## config.mk

```make
export PLATFORM = sky130hd
export DESIGN_NAME = lru_key_value_cache
export DESIGN_NICKNAME = d
export VERILOG_FILES = /design/src/hw/rtl/lkv_pkg.sv /design/src/hw/rtl/lkv_cell.sv /design/src/hw/rtl/lru_key_value_cache.sv
export SDC_FILE = /design/constraint.sdc
export NUM_CORES = 1
export LEC_CHECK = 0
export BUFFER_PORTS_ARGS = -buffer_cell sky130_fd_sc_hd__buf_2
export CORE_MARGIN = 2
export CORE_UTILIZATION = 31
export DETAILED_ROUTE_END_ITERATION = 8
export SYNTH_ARGS = -nofsm -noshare
export SYNTH_HDL_FRONTEND = slang
export SYNTH_SLANG_ARGS = --single-unit
```

## constraint.sdc

```tcl
create_clock -name clk -period 11.65 [get_ports clk]
set_input_delay 1.165 -clock clk [delete_from_list [all_inputs] [get_ports clk]]
set_output_delay 1.165 -clock clk [all_outputs]
set_load 0.02 [all_outputs]
```

## src/hw/rtl/lkv_pkg.sv

```systemverilog
package lkv_pkg;

    localparam int MAX_ENTRIES = 16;
    localparam int KEY_W       = 32;
    localparam int VAL_W       = 32;
    localparam int CAP_W       = 5;
    localparam int RANK_W      = (MAX_ENTRIES > 1) ? $clog2(MAX_ENTRIES) : 1;
    localparam int CNT_W       = $clog2(MAX_ENTRIES + 1);
    localparam int ADDR_W      = 3;
    localparam int DATA_W      = 32;

    localparam logic [CAP_W-1:0] CAP_RESET = CAP_W'(16);

    // register index, taken from paddr[ADDR_W-1:2]
    localparam logic [ADDR_W-3:0] REG_CAPACITY = '0;

    localparam logic OP_GET = 1'b0;
    localparam logic OP_SET = 1'b1;

    typedef enum logic [1:0] {
        MODE_NONE,
        MODE_TOUCH,
        MODE_INSERT,
        MODE_REPLACE
    } lkv_mode_t;

    // broadcast from the controller to every cell
    typedef struct packed {
        lkv_mode_t          mode;
        logic               wr_value;
        logic [RANK_W-1:0]  ref_rank;
        logic [KEY_W-1:0]   key;
        logic [VAL_W-1:0]   value;
    } lkv_cmd_t;

    // what a cell reports back
    typedef struct packed {
        logic               valid;
        logic               match;
        logic [RANK_W-1:0]  rank;
        logic [VAL_W-1:0]   value;
    } lkv_cell_t;

endpackage

```

## src/hw/rtl/lkv_cell.sv

```systemverilog
module lkv_cell (
    input  logic                 clk,
    input  logic                 rst_n,
    input  lkv_pkg::lkv_cmd_t    cmd,
    input  logic                 free_in,
    output logic                 free_out,
    output lkv_pkg::lkv_cell_t   status
);

    logic                          valid_reg;
    logic                          valid_next;
    logic [lkv_pkg::RANK_W-1:0]    rank_reg;
    logic [lkv_pkg::RANK_W-1:0]    rank_next;
    logic [lkv_pkg::KEY_W-1:0]     key_reg;
    logic [lkv_pkg::VAL_W-1:0]     value_reg;
    logic                          match;
    logic                          target;
    logic                          age;

    assign match    = valid_reg && (key_reg == cmd.key);
    // a free cell somewhere at or below this one
    assign free_out = free_in || !valid_reg;

    always_comb
    begin
        case (cmd.mode)
            lkv_pkg::MODE_TOUCH:   target = match;
            lkv_pkg::MODE_INSERT:  target = !valid_reg && !free_in;
            lkv_pkg::MODE_REPLACE: target = valid_reg && (rank_reg == cmd.ref_rank);
            default:               target = 1'b0;
        endcase

        case (cmd.mode)
            lkv_pkg::MODE_INSERT:  age = valid_reg;
            lkv_pkg::MODE_TOUCH,
            lkv_pkg::MODE_REPLACE: age = valid_reg && (rank_reg < cmd.ref_rank);
            default:               age = 1'b0;
        endcase

        valid_next = valid_reg || (target && (cmd.mode == lkv_pkg::MODE_INSERT));

        if (target)
        begin
            rank_next = '0;
        end
        else if (age)
        begin
            rank_next = rank_reg + 1'b1;
        end
        else
        begin
            rank_next = rank_reg;
        end
    end

    always_ff @(posedge clk or negedge rst_n)
    begin
        if (!rst_n)
        begin
            valid_reg <= 1'b0;
            rank_reg  <= '0;
        end
        else
        begin
            valid_reg <= valid_next;
            rank_reg  <= rank_next;
        end
    end

    always_ff @(posedge clk)
    begin
        if (target && (cmd.mode != lkv_pkg::MODE_TOUCH))
        begin
            key_reg <= cmd.key;
        end
        if (target && cmd.wr_value)
        begin
            value_reg <= cmd.value;
        end
    end

    assign status.valid = valid_reg;
    assign status.match = match;
    assign status.rank  = rank_reg;
    assign status.value = value_reg;

endmodule

```

## src/hw/rtl/lru_key_value_cache.sv

```systemverilog
// Fully associative key/value cache with least-recently-used replacement.
//
// Input channel (in_valid/in_ready): op, key, value. A set (op=1) writes or
// updates an entry and gives no result item; a get (op=0) gives one result
// item on the output channel (out_valid/out_ready): hit and read_value,
// read_value being zero on a miss.
// An accepted item is held in a pending register and is executed from there
// against all cells at once; a get result is registered, so it passes the
// pending register and then the output register before it appears.
// Throughput is one item per cycle while no get waits on a stalled output:
// the cell row finishes a lookup and its rank update in the same cycle.
// When the receiver stalls, the waiting result holds in the output register;
// a pending get then waits, which drops in_ready. Sets keep flowing as long
// as nothing is pending behind a blocked get.
// The capacity register (APB, offset 0) limits the fill before eviction.
// Reset clears all valid bits and ranks, the fill count and sets capacity
// to 16; no clearing pass is needed.
module lru_key_value_cache (
    input  logic                          clk,
    input  logic                          rst_n,
    input  logic                          psel,
    input  logic                          penable,
    input  logic                          pwrite,
    input  logic [lkv_pkg::ADDR_W-1:0]    paddr,
    input  logic [lkv_pkg::DATA_W-1:0]    pwdata,
    output logic [lkv_pkg::DATA_W-1:0]    prdata,
    output logic                          pready,
    input  logic                          in_valid,
    output logic                          in_ready,
    input  logic                          op,
    input  logic [lkv_pkg::KEY_W-1:0]     key,
    input  logic [lkv_pkg::VAL_W-1:0]     value,
    output logic                          out_valid,
    input  logic                          out_ready,
    output logic                          hit,
    output logic [lkv_pkg::VAL_W-1:0]     read_value
);

    logic [lkv_pkg::CAP_W-1:0]      capacity_reg;
    logic [lkv_pkg::CNT_W-1:0]      count_reg;
    logic [lkv_pkg::CNT_W-1:0]      count_next;
    logic [lkv_pkg::CNT_W-1:0]      cap_eff;
    logic [lkv_pkg::CNT_W-1:0]      count_m1;

    logic                           pend_valid_reg;
    logic                           pend_op_reg;
    logic [lkv_pkg::KEY_W-1:0]      pend_key_reg;
    logic [lkv_pkg::VAL_W-1:0]      pend_value_reg;

    logic                           out_valid_reg;
    logic                           hit_reg;
    logic [lkv_pkg::VAL_W-1:0]      read_value_reg;

    logic                           exec_go;
    logic                           in_fire;
    logic                           cfg_wr;
    logic                           any_match;
    logic [lkv_pkg::RANK_W-1:0]     match_rank;
    logic [lkv_pkg::VAL_W-1:0]      match_value;
    logic [lkv_pkg::MAX_ENTRIES-1:0] valid_vec;
    logic [lkv_pkg::MAX_ENTRIES-1:0] match_vec;

    lkv_pkg::lkv_cmd_t              cmd;
    lkv_pkg::lkv_cell_t             cell_status [lkv_pkg::MAX_ENTRIES];
    logic [lkv_pkg::MAX_ENTRIES:0]  free_chain;

    // configuration port
    assign pready = 1'b1;
    assign cfg_wr = psel && penable && pwrite
                    && (paddr[lkv_pkg::ADDR_W-1:2] == lkv_pkg::REG_CAPACITY);

    always_comb
    begin
        prdata = '0;
        if (paddr[lkv_pkg::ADDR_W-1:2] == lkv_pkg::REG_CAPACITY)
        begin
            prdata = lkv_pkg::DATA_W'(capacity_reg);
        end
    end

    always_ff @(posedge clk or negedge rst_n)
    begin
        if (!rst_n)
        begin
            capacity_reg <= lkv_pkg::CAP_RESET;
        end
        else if (cfg_wr)
        begin
            capacity_reg <= pwdata[lkv_pkg::CAP_W-1:0];
        end
    end

    always_comb
    begin
        if (capacity_reg == '0)
        begin
            cap_eff = lkv_pkg::CNT_W'(1);
        end
        else if (int'(capacity_reg) > lkv_pkg::MAX_ENTRIES)
        begin
            cap_eff = lkv_pkg::CNT_W'(lkv_pkg::MAX_ENTRIES);
        end
        else
        begin
            cap_eff = lkv_pkg::CNT_W'(capacity_reg);
        end
    end

    // handshake: a get waits while its result register is still occupied
    assign exec_go   = pend_valid_reg
                       && ((pend_op_reg == lkv_pkg::OP_SET) || !out_valid_reg || out_ready);
    assign in_ready  = !pend_valid_reg || exec_go;
    assign in_fire   = in_valid && in_ready;
    assign out_valid = out_valid_reg;
    assign hit        = hit_reg;
    assign read_value = read_value_reg;

    always_ff @(posedge clk or negedge rst_n)
    begin
        if (!rst_n)
        begin
            pend_valid_reg <= 1'b0;
        end
        else if (in_fire)
        begin
            pend_valid_reg <= 1'b1;
        end
        else if (exec_go)
        begin
            pend_valid_reg <= 1'b0;
        end
    end

    always_ff @(posedge clk)
    begin
        if (in_fire)
        begin
            pend_op_reg    <= op;
            pend_key_reg   <= key;
            pend_value_reg <= value;
        end
    end

    // gather the cell row
    always_comb
    begin
        match_rank  = '0;
        match_value = '0;
        for (int i = 0; i < lkv_pkg::MAX_ENTRIES; i++)
        begin
            valid_vec[i] = cell_status[i].valid;
            match_vec[i] = cell_status[i].match;
            if (cell_status[i].match)
            begin
                match_rank  = match_rank | cell_status[i].rank;
                match_value = match_value | cell_status[i].value;
            end
        end
    end

    assign any_match = |match_vec;
    assign count_m1  = count_reg - lkv_pkg::CNT_W'(1);

    always_comb
    begin
        cmd.key      = pend_key_reg;
        cmd.value    = pend_value_reg;
        cmd.wr_value = pend_op_reg == lkv_pkg::OP_SET;
        // least recent valid entry holds rank count-1
        cmd.ref_rank = any_match ? match_rank : count_m1[lkv_pkg::RANK_W-1:0];
        if (!exec_go)
        begin
            cmd.mode = lkv_pkg::MODE_NONE;
        end
        else if (any_match)
        begin
            cmd.mode = lkv_pkg::MODE_TOUCH;
        end
        else if (pend_op_reg == lkv_pkg::OP_GET)
        begin
            cmd.mode = lkv_pkg::MODE_NONE;
        end
        else if (count_reg < cap_eff)
        begin
            cmd.mode = lkv_pkg::MODE_INSERT;
        end
        else
        begin
            cmd.mode = lkv_pkg::MODE_REPLACE;
        end
    end

    assign count_next = (cmd.mode == lkv_pkg::MODE_INSERT)
                        ? count_reg + lkv_pkg::CNT_W'(1) : count_reg;

    always_ff @(posedge clk or negedge rst_n)
    begin
        if (!rst_n)
        begin
            count_reg     <= '0;
            out_valid_reg <= 1'b0;
        end
        else
        begin
            count_reg <= count_next;
            if (exec_go && (pend_op_reg == lkv_pkg::OP_GET))
            begin
                out_valid_reg <= 1'b1;
            end
            else if (out_ready)
            begin
                out_valid_reg <= 1'b0;
            end
        end
    end

    always_ff @(posedge clk)
    begin
        if (exec_go && (pend_op_reg == lkv_pkg::OP_GET))
        begin
            hit_reg        <= any_match;
            read_value_reg <= any_match ? match_value : '0;
        end
    end

    // cell row; the free chain marks the lowest-numbered empty cell
    assign free_chain[0] = 1'b0;

    for (genvar g = 0; g < lkv_pkg::MAX_ENTRIES; g++)
    begin : g_cell
        lkv_cell u_cell (
            .clk      (clk),
            .rst_n    (rst_n),
            .cmd      (cmd),
            .free_in  (free_chain[g]),
            .free_out (free_chain[g+1]),
            .status   (cell_status[g])
        );
    end

    a_count_matches_valid: assert property (
        @(posedge clk) disable iff (!rst_n)
        $countones(valid_vec) == int'(count_reg)
    ) else $error("fill count out of step with valid cells");

    a_single_match: assert property (
        @(posedge clk) disable iff (!rst_n)
        $onehot0(match_vec)
    ) else $error("key present in more than one cell");

    a_insert_has_room: assert property (
        @(posedge clk) disable iff (!rst_n)
        (cmd.mode == lkv_pkg::MODE_INSERT) |-> !(&valid_vec)
    ) else $error("insert with no free cell");

    a_get_gives_result: assert property (
        @(posedge clk) disable iff (!rst_n)
        (exec_go && (pend_op_reg == lkv_pkg::OP_GET)) |=> out_valid_reg
    ) else $error("executed get produced no result");

    a_count_bounded: assert property (
        @(posedge clk) disable iff (!rst_n)
        int'(count_reg) <= lkv_pkg::MAX_ENTRIES
    ) else $error("fill count above table size");

endmodule

```

* Yosys cells after proc, flatten, opt, wreduce, memory -nomap -nowiden *
Index checks and enable logic that the tools add are counted.

operators by class
  $add $sub $neg = 18
  magnitude comparators = 18
  equal/unequal tests = 36
  muxes and demuxes = 108
  bitwise logic cells = 32
  reductions and logical operators = 203

operators with widths
  cell                                                                 count
  32-bit == test                                                       16
  32-bit two-way mux                                                   16
  32-bit OR                                                            15
  4-bit two-way mux                                                    49
  1-bit logical AND                                                    117
  4-bit by 1-bit adder with 4-bit output (second input constant)       16
  4-bit == test                                                        16
  4-bit less-than comparator                                           16
  4-bit OR                                                             15
  1-bit case mux with 3 select lines                                   16
  2-bit nonzero test                                                   18
  1-bit logical OR                                                     33
  1-bit zero test                                                      32
  1-bit case mux with 2 select lines                                   16
  16-bit OR reduction                                                  1
  5-bit two-way mux                                                    3
  2-bit two-way mux                                                    3
  5-bit by 1-bit adder with 5-bit output (second input constant)       1
  5-bit > comparator (second input constant)                           1
  5-bit zero test                                                      1
  5-bit less-than comparator                                           1
  1-bit two-way mux                                                    5
  2-bit == test (second input constant)                                2
  4-bit by 1-bit subtractor with 4-bit output (second input constant)  1
  4 further kinds                                                      5

word-level totals
  bits in registers = 1,214
  output and inout bits = 68

* Logic depth before layout (Yosys ltp) *
  word-level depth = 39
  gate-level depth with buffers = 22
  gate-level depth less buffers = 19

* Modules after synthesis *
From an unflattened synthesis, not the netlist that was laid out.

unflattened totals
  cells, all modules = 3,034
  area total of the unflattened synthesis = 50,437.1 um2

modules (own cells, without submodules)
  module               times used  cells each  area each (um2)  sequential area each (um2)
  lkv_cell             16          152         2,710.1          2,047.0
  lru_key_value_cache  1           602         7,075.5          3,244.4

* Worst setup path before layout *
OpenSTA, ideal clock, no wires.

  kind = reg-to-reg
  start = register pend_key_reg[9] (netlist bit)
  end = register g_cell[0].u_cell.value_reg[0] (netlist bit) (enable)
  arrival time = 7.596 ns
  data required time = 11.258 ns
  setup slack = 3.661 ns
  stages on the path, launching flop included = 19
  buffers on the path = 4
  cells stage by stage = edfxtp_1 > buf_4 > buf_8 > xor2_1 > nor4_1 > nand3_1 > nor4_1 > or4_1 > nor4_2 > buf_2 > buf_2 > o21ai_0 > ha_1 > and3_1 > nand3_1 > mux2_2 > nor3_1 > a21o_1 > and2_1

between the ends
  cells in the longest elaborated chain, start to end = 38
  elaborated cells between the ends (all ways) = 74
  those cells by class = eq/ne: 20; mux: 20; bitwise: 15; reduce/logical: 19

RTL lines
  what                                    line                        text
  from (decl)                             lru_key_value_cache.sv:47   logic [lkv_pkg::KEY_W-1:0] pend_key_reg;
  from (signal assigned)                  lru_key_value_cache.sv:139  pend_key_reg <= key;
  32-bit == test                          lkv_cell.sv:20              assign match = valid_reg && (key_reg == cmd.key);
  1-bit logical AND                       lkv_cell.sv:20
  4-bit two-way mux                       lru_key_value_cache.sv:153  if (cell_status[i].match)
  4-bit OR                                lru_key_value_cache.sv:155  match_rank = match_rank | cell_status[i].rank;
  4-bit two-way mux                       lru_key_value_cache.sv:153
  4-bit OR                                lru_key_value_cache.sv:155
  4-bit two-way mux                       lru_key_value_cache.sv:153
  4-bit OR                                lru_key_value_cache.sv:155
  [... 22 more ...]                       --
  4-bit two-way mux                       lru_key_value_cache.sv:153
  4-bit OR                                lru_key_value_cache.sv:155
  4-bit two-way mux                       lru_key_value_cache.sv:153
  4-bit two-way mux                       lru_key_value_cache.sv:170  cmd.ref_rank = any_match ? match_rank : count_m1[lkv_pkg::RANK_W-1:0];
  4-bit == test                           lkv_cell.sv:29              lkv_pkg::MODE_REPLACE: target = valid_reg && (rank_reg == cmd.ref_rank);
  1-bit logical AND                       lkv_cell.sv:29
  1-bit case mux with 3 select lines (*)  lkv_cell.sv:26              case (cmd.mode)
  1-bit logical AND (*)                   lkv_cell.sv:76              if (target && cmd.wr_value)
  to (signal assigned)                    lkv_cell.sv:78              value_reg <= cmd.value;
  to (decl)                               lkv_cell.sv:15              logic [lkv_pkg::VAL_W-1:0] value_reg;

Mark *: on every way between the ends. The rest lies on a longest branch, timed or not.
A chain may end at the register's enable or synchronous reset.

* Final worst setup path *
  start = register pend_key_reg[31] (netlist bit)
  end = register g_cell[0].u_cell.value_reg[18] (netlist bit) (enable)

The elaborated chain is that of the path after synthesis.

==> summary.txt <==
Crit Path Max Fanout: 40
worst rel slew slack: 27.0%
post-synth top area share: 67.3%
Resized Gates After CTS: 0
maximum buffer depth of the clock tree: 3
worst clock skew on the final layout: 0.0388 ns
total of warnings raised by yosys: 0
buffer count from post-CTS setup fixing: 0
Total Routing Usage GR: 15.9%
row cnt: 147
final instance area: 57,300 µm²
total power draw: 10.7 mW
Sink Count: 1,214
simple logic cell fraction of the synthesized area: 5.68%
area fraction in compound gates after synthesis: 7.34%
largest family of logic cells by synthesized area: XOR/XNOR gates
Async SR Flop Fraction: 7.58%
crit path kind: register to register
standard cell core area: 160,000 µm²
highest achievable clock rate: 0.145 GHz
Worst EP required: 12.04 ns
sequential share of the synthesized area: 71.9%
global-route wire length before repair: 192 mm
number of global-route vias before repair: 27,500
most frequent cells in the layout: sky130_fd_sc_hd__edfxtp_1 (1,122), sky130_fd_sc_hd__xor2_1 (429), sky130_fd_sc_hd__a22o_1 (145)
worst-case vdd ir drop: 104 µV
FILL cells: 15,100
Crit path arrival time: 7.29 ns
ranking of synthesized cells by area: sky130_fd_sc_hd__edfxtp_1 (67%), sky130_fd_sc_hd__xor2_1 (7.5%), sky130_fd_sc_hd__dfrtp_1 (4.6%), sky130_fd_sc_hd__a22o_1 (2.5%), sky130_fd_sc_hd__a221oi_1 (2.5%)
P&R area growth vs syn: 14.5%
accumulated negative setup slack: 0 ns
count of pins over their slew limit: 0
mean area per synthesized cell: 16.2 µm²
Worst Setup Start Kind: register
quantity of I/O buffers inserted on ports: 117
number of synthesized register bits: 1,214
buffer cell driving the clock tree root: sky130_fd_sc_hd__clkbuf_16
multiplexer area fraction after synthesis: 0.563%
residual antenna-violating net count after detailed routing: 0
DRC errors left: 0
number of enable-type register cells in the synthesized netlist: 1,122
Max H-tree Level: 4
I/O pin total: 175
Vias/cell: 5.05
most common cell after layout, fill and taps aside: sky130_fd_sc_hd__edfxtp_1
beginning of the worst register-to-register path: pend_key_reg[31]$_DFFE_PP_
pin count of the biggest net entering global routing: 62
# setup viols final: 0
wire length per cell: 24.0 µm
Overflow after GRT: 0
leading area contributor after synthesis: sky130_fd_sc_hd__edfxtp_1
start point of the critical path: pend_key_reg[31]$_DFFE_PP_
Hold/Removal Path Class: input pin to asynchronous set/reset pin
via count: 27,900
cts hold-fix bufs: 0
worst skew pair latency: 0.79 ns
RSZ-0062 raised after global routing: false
post-route fraction of the period consumed by the critical path: 59.2%
Die Ht: 406 µm
final hold violation count: 0
die boundary width: 406 µm
router iterations before antenna repair: 5
wire length after detailed routing: 133 mm
Placer Congestion: 0.844
Post-Place Cell Area: 53,200 µm²
leading register cell type out of synthesis: sky130_fd_sc_hd__edfxtp_1
starting density of the core: 31.2%
clock buffers created by TritonCTS: 130
clock input transition at the sequential cells of the worst setup and hold paths: 0.06 ns
clock period minus final worst setup slack: 6.90 ns
fraction of final layout cells with drive strength greater than 1: 13.5%
status: finished, final reports clean
Total Nets Final: 3,464
Detail Placement HPWL: 67.6 mm
adder-cell area share of the yosys netlist: 2.15%
number of antenna violations at the first check in global routing: 6
CP Capture Type: register
transition time at the pin with the least slew margin: 1.09 ns
Pleak: 19.5 nW
die outline area: 165,000 µm²
TritonCTS clock tree: built
Max Cap Violations: 0
power density normalized to cell area: 186 nW/µm²
DRT iter0 DRCs: 2,642
fraction of synthesized cell area in xor and xnor cells: 9.63%
number of distinct library cells after synthesis: 58
gate count after technology mapping: 3,086
synthesized area: 50,000 µm²
==> worst paths after layout <==
kind	cells past startpoint	slack (ns)	to
worst max-delay path	21	4.75	g_cell[0].u_cell.value_reg[18]$_DFFE_PP_
worst min-delay path	1	0.34	capacity_reg[3]$_DFFE_PN0P_
worst max register to register	21	4.75	g_cell[0].u_cell.value_reg[18]$_DFFE_PP_
worst min register to register	1	0.48	count_reg[4]$_DFFE_PN0P_
max in group asynchronous	2	9.96	g_cell[0].u_cell.rank_reg[2]$_DFFE_PN0P_
min in group clk	1	0.48	count_reg[4]$_DFFE_PN0P_
==> critical path, stage by stage (launching register included) <==
cell	delay (ns)
sky130_fd_sc_hd__edfxtp_1	0.32
sky130_fd_sc_hd__buf_4	0.52
sky130_fd_sc_hd__xor2_1	0.15
sky130_fd_sc_hd__nor4_1	0.36
sky130_fd_sc_hd__nand4_1	0.18
sky130_fd_sc_hd__nor4_2	0.32
sky130_fd_sc_hd__buf_4	0.72
sky130_fd_sc_hd__or4_1	0.30
sky130_fd_sc_hd__nor4_4	0.08
sky130_fd_sc_hd__buf_4	0.25
sky130_fd_sc_hd__nand2_1	0.17
sky130_fd_sc_hd__o21ai_1	0.08
sky130_fd_sc_hd__buf_4	0.25
sky130_fd_sc_hd__ha_1	0.32
sky130_fd_sc_hd__and3_1	0.14
sky130_fd_sc_hd__nand3_1	0.10
sky130_fd_sc_hd__mux2_2	0.28
sky130_fd_sc_hd__nor3_2	0.10
sky130_fd_sc_hd__buf_4	0.41
sky130_fd_sc_hd__a21o_1	0.24
sky130_fd_sc_hd__and2_2	0.48
sky130_fd_sc_hd__buf_4	0.54
==> cell type report <==
cell class	instances	area [µm²]	area share, %
Clock buffer	167	3420	5.97
Timing Repair Buffer	211	1290	2.26
Antenna cell	1	2.50	0.00437
Inverter	36	135	0.236
Clock inverter	66	732	1.28
Tap cell	2160	2700	4.72
Sequential cell	1214	36000	62.8
Multi-Input combinational cell	1678	13000	22.7
==> cell usage after synthesis, types with 8 or more instances <==
master                     number
sky130_fd_sc_hd__and2_1        20
sky130_fd_sc_hd__mux2i_1       18
sky130_fd_sc_hd__and3_1        18
sky130_fd_sc_hd__buf_4         62
sky130_fd_sc_hd__xnor2_1      121
sky130_fd_sc_hd__a22oi_1        8
sky130_fd_sc_hd__inv_1         36
sky130_fd_sc_hd__xor2_1       429
sky130_fd_sc_hd__o21ai_0       37
sky130_fd_sc_hd__dfrtp_1       91
sky130_fd_sc_hd__nor3_1        24
sky130_fd_sc_hd__nor2b_1       25
sky130_fd_sc_hd__o211ai_1      18
sky130_fd_sc_hd__a221oi_1     140
sky130_fd_sc_hd__a22o_1       145
sky130_fd_sc_hd__buf_1         10
sky130_fd_sc_hd__nor2_1        97
sky130_fd_sc_hd__ha_1          86
sky130_fd_sc_hd__nand4_1       82
sky130_fd_sc_hd__nor4_1       114
sky130_fd_sc_hd__nand2_1       63
sky130_fd_sc_hd__edfxtp_1    1122
sky130_fd_sc_hd__o21a_1        17
sky130_fd_sc_hd__buf_8          9
sky130_fd_sc_hd__nand3_1       39
sky130_fd_sc_hd__or3_1          9
sky130_fd_sc_hd__buf_6         25
sky130_fd_sc_hd__a21oi_1       40
sky130_fd_sc_hd__o21ai_1       11
sky130_fd_sc_hd__clkbuf_1      73
sky130_fd_sc_hd__a21o_1        15
sky130_fd_sc_hd__mux2_2         9
==> cell families (layout without fill, tap and decap cells) <==
| group | after synthesis | in the layout |
|---|---|---|
| AO/OA/AOI/OAI | 466 | 466 |
| XOR/XNOR | 550 | 550 |
| adder cells (fa/ha/maj) | 86 | 86 |
| buffers and inverters | 220 | 480 |
| flip-flops | 1214 | 1214 |
| multiplexers | 27 | 27 |
| other | 2 | 29 |
| AND/OR/NAND/NOR | 521 | 521 |
==> metal layers <==
metal	vias up	track usage, %	share of wire, %
met5	-	0	0.026
met4	4	4.45	2.0
met3	177	2.64	6.0
met2	925	26.8	49
met1	14600	21.2	43
li1	12300	-	-
==> power by group <==
group	internal [mW]	leakage [nW]	switching (mW)	total, mW
clock network	2.25	1.99	1.77	4.02
logic	0.524	6.19	0.882	1.41
registers	5.03	11.3	0.216	5.24
total	7.80	19.5	2.86	10.7
==> metrics by stage <==
stage,util [%],hold slack [ns],cells,setup slack (ns)
final,35.7,0.342,5533,4.75
after global routing,35.7,0.337,5532,4.37
after floorplan,-,0.450,3112,3.66
after detailed placement,33.1,0.475,5299,4.78
after CTS,35.7,0.306,5532,4.74
after global placement,33.1,0.467,5299,4.87
Power figures use the tool's default switching activity.
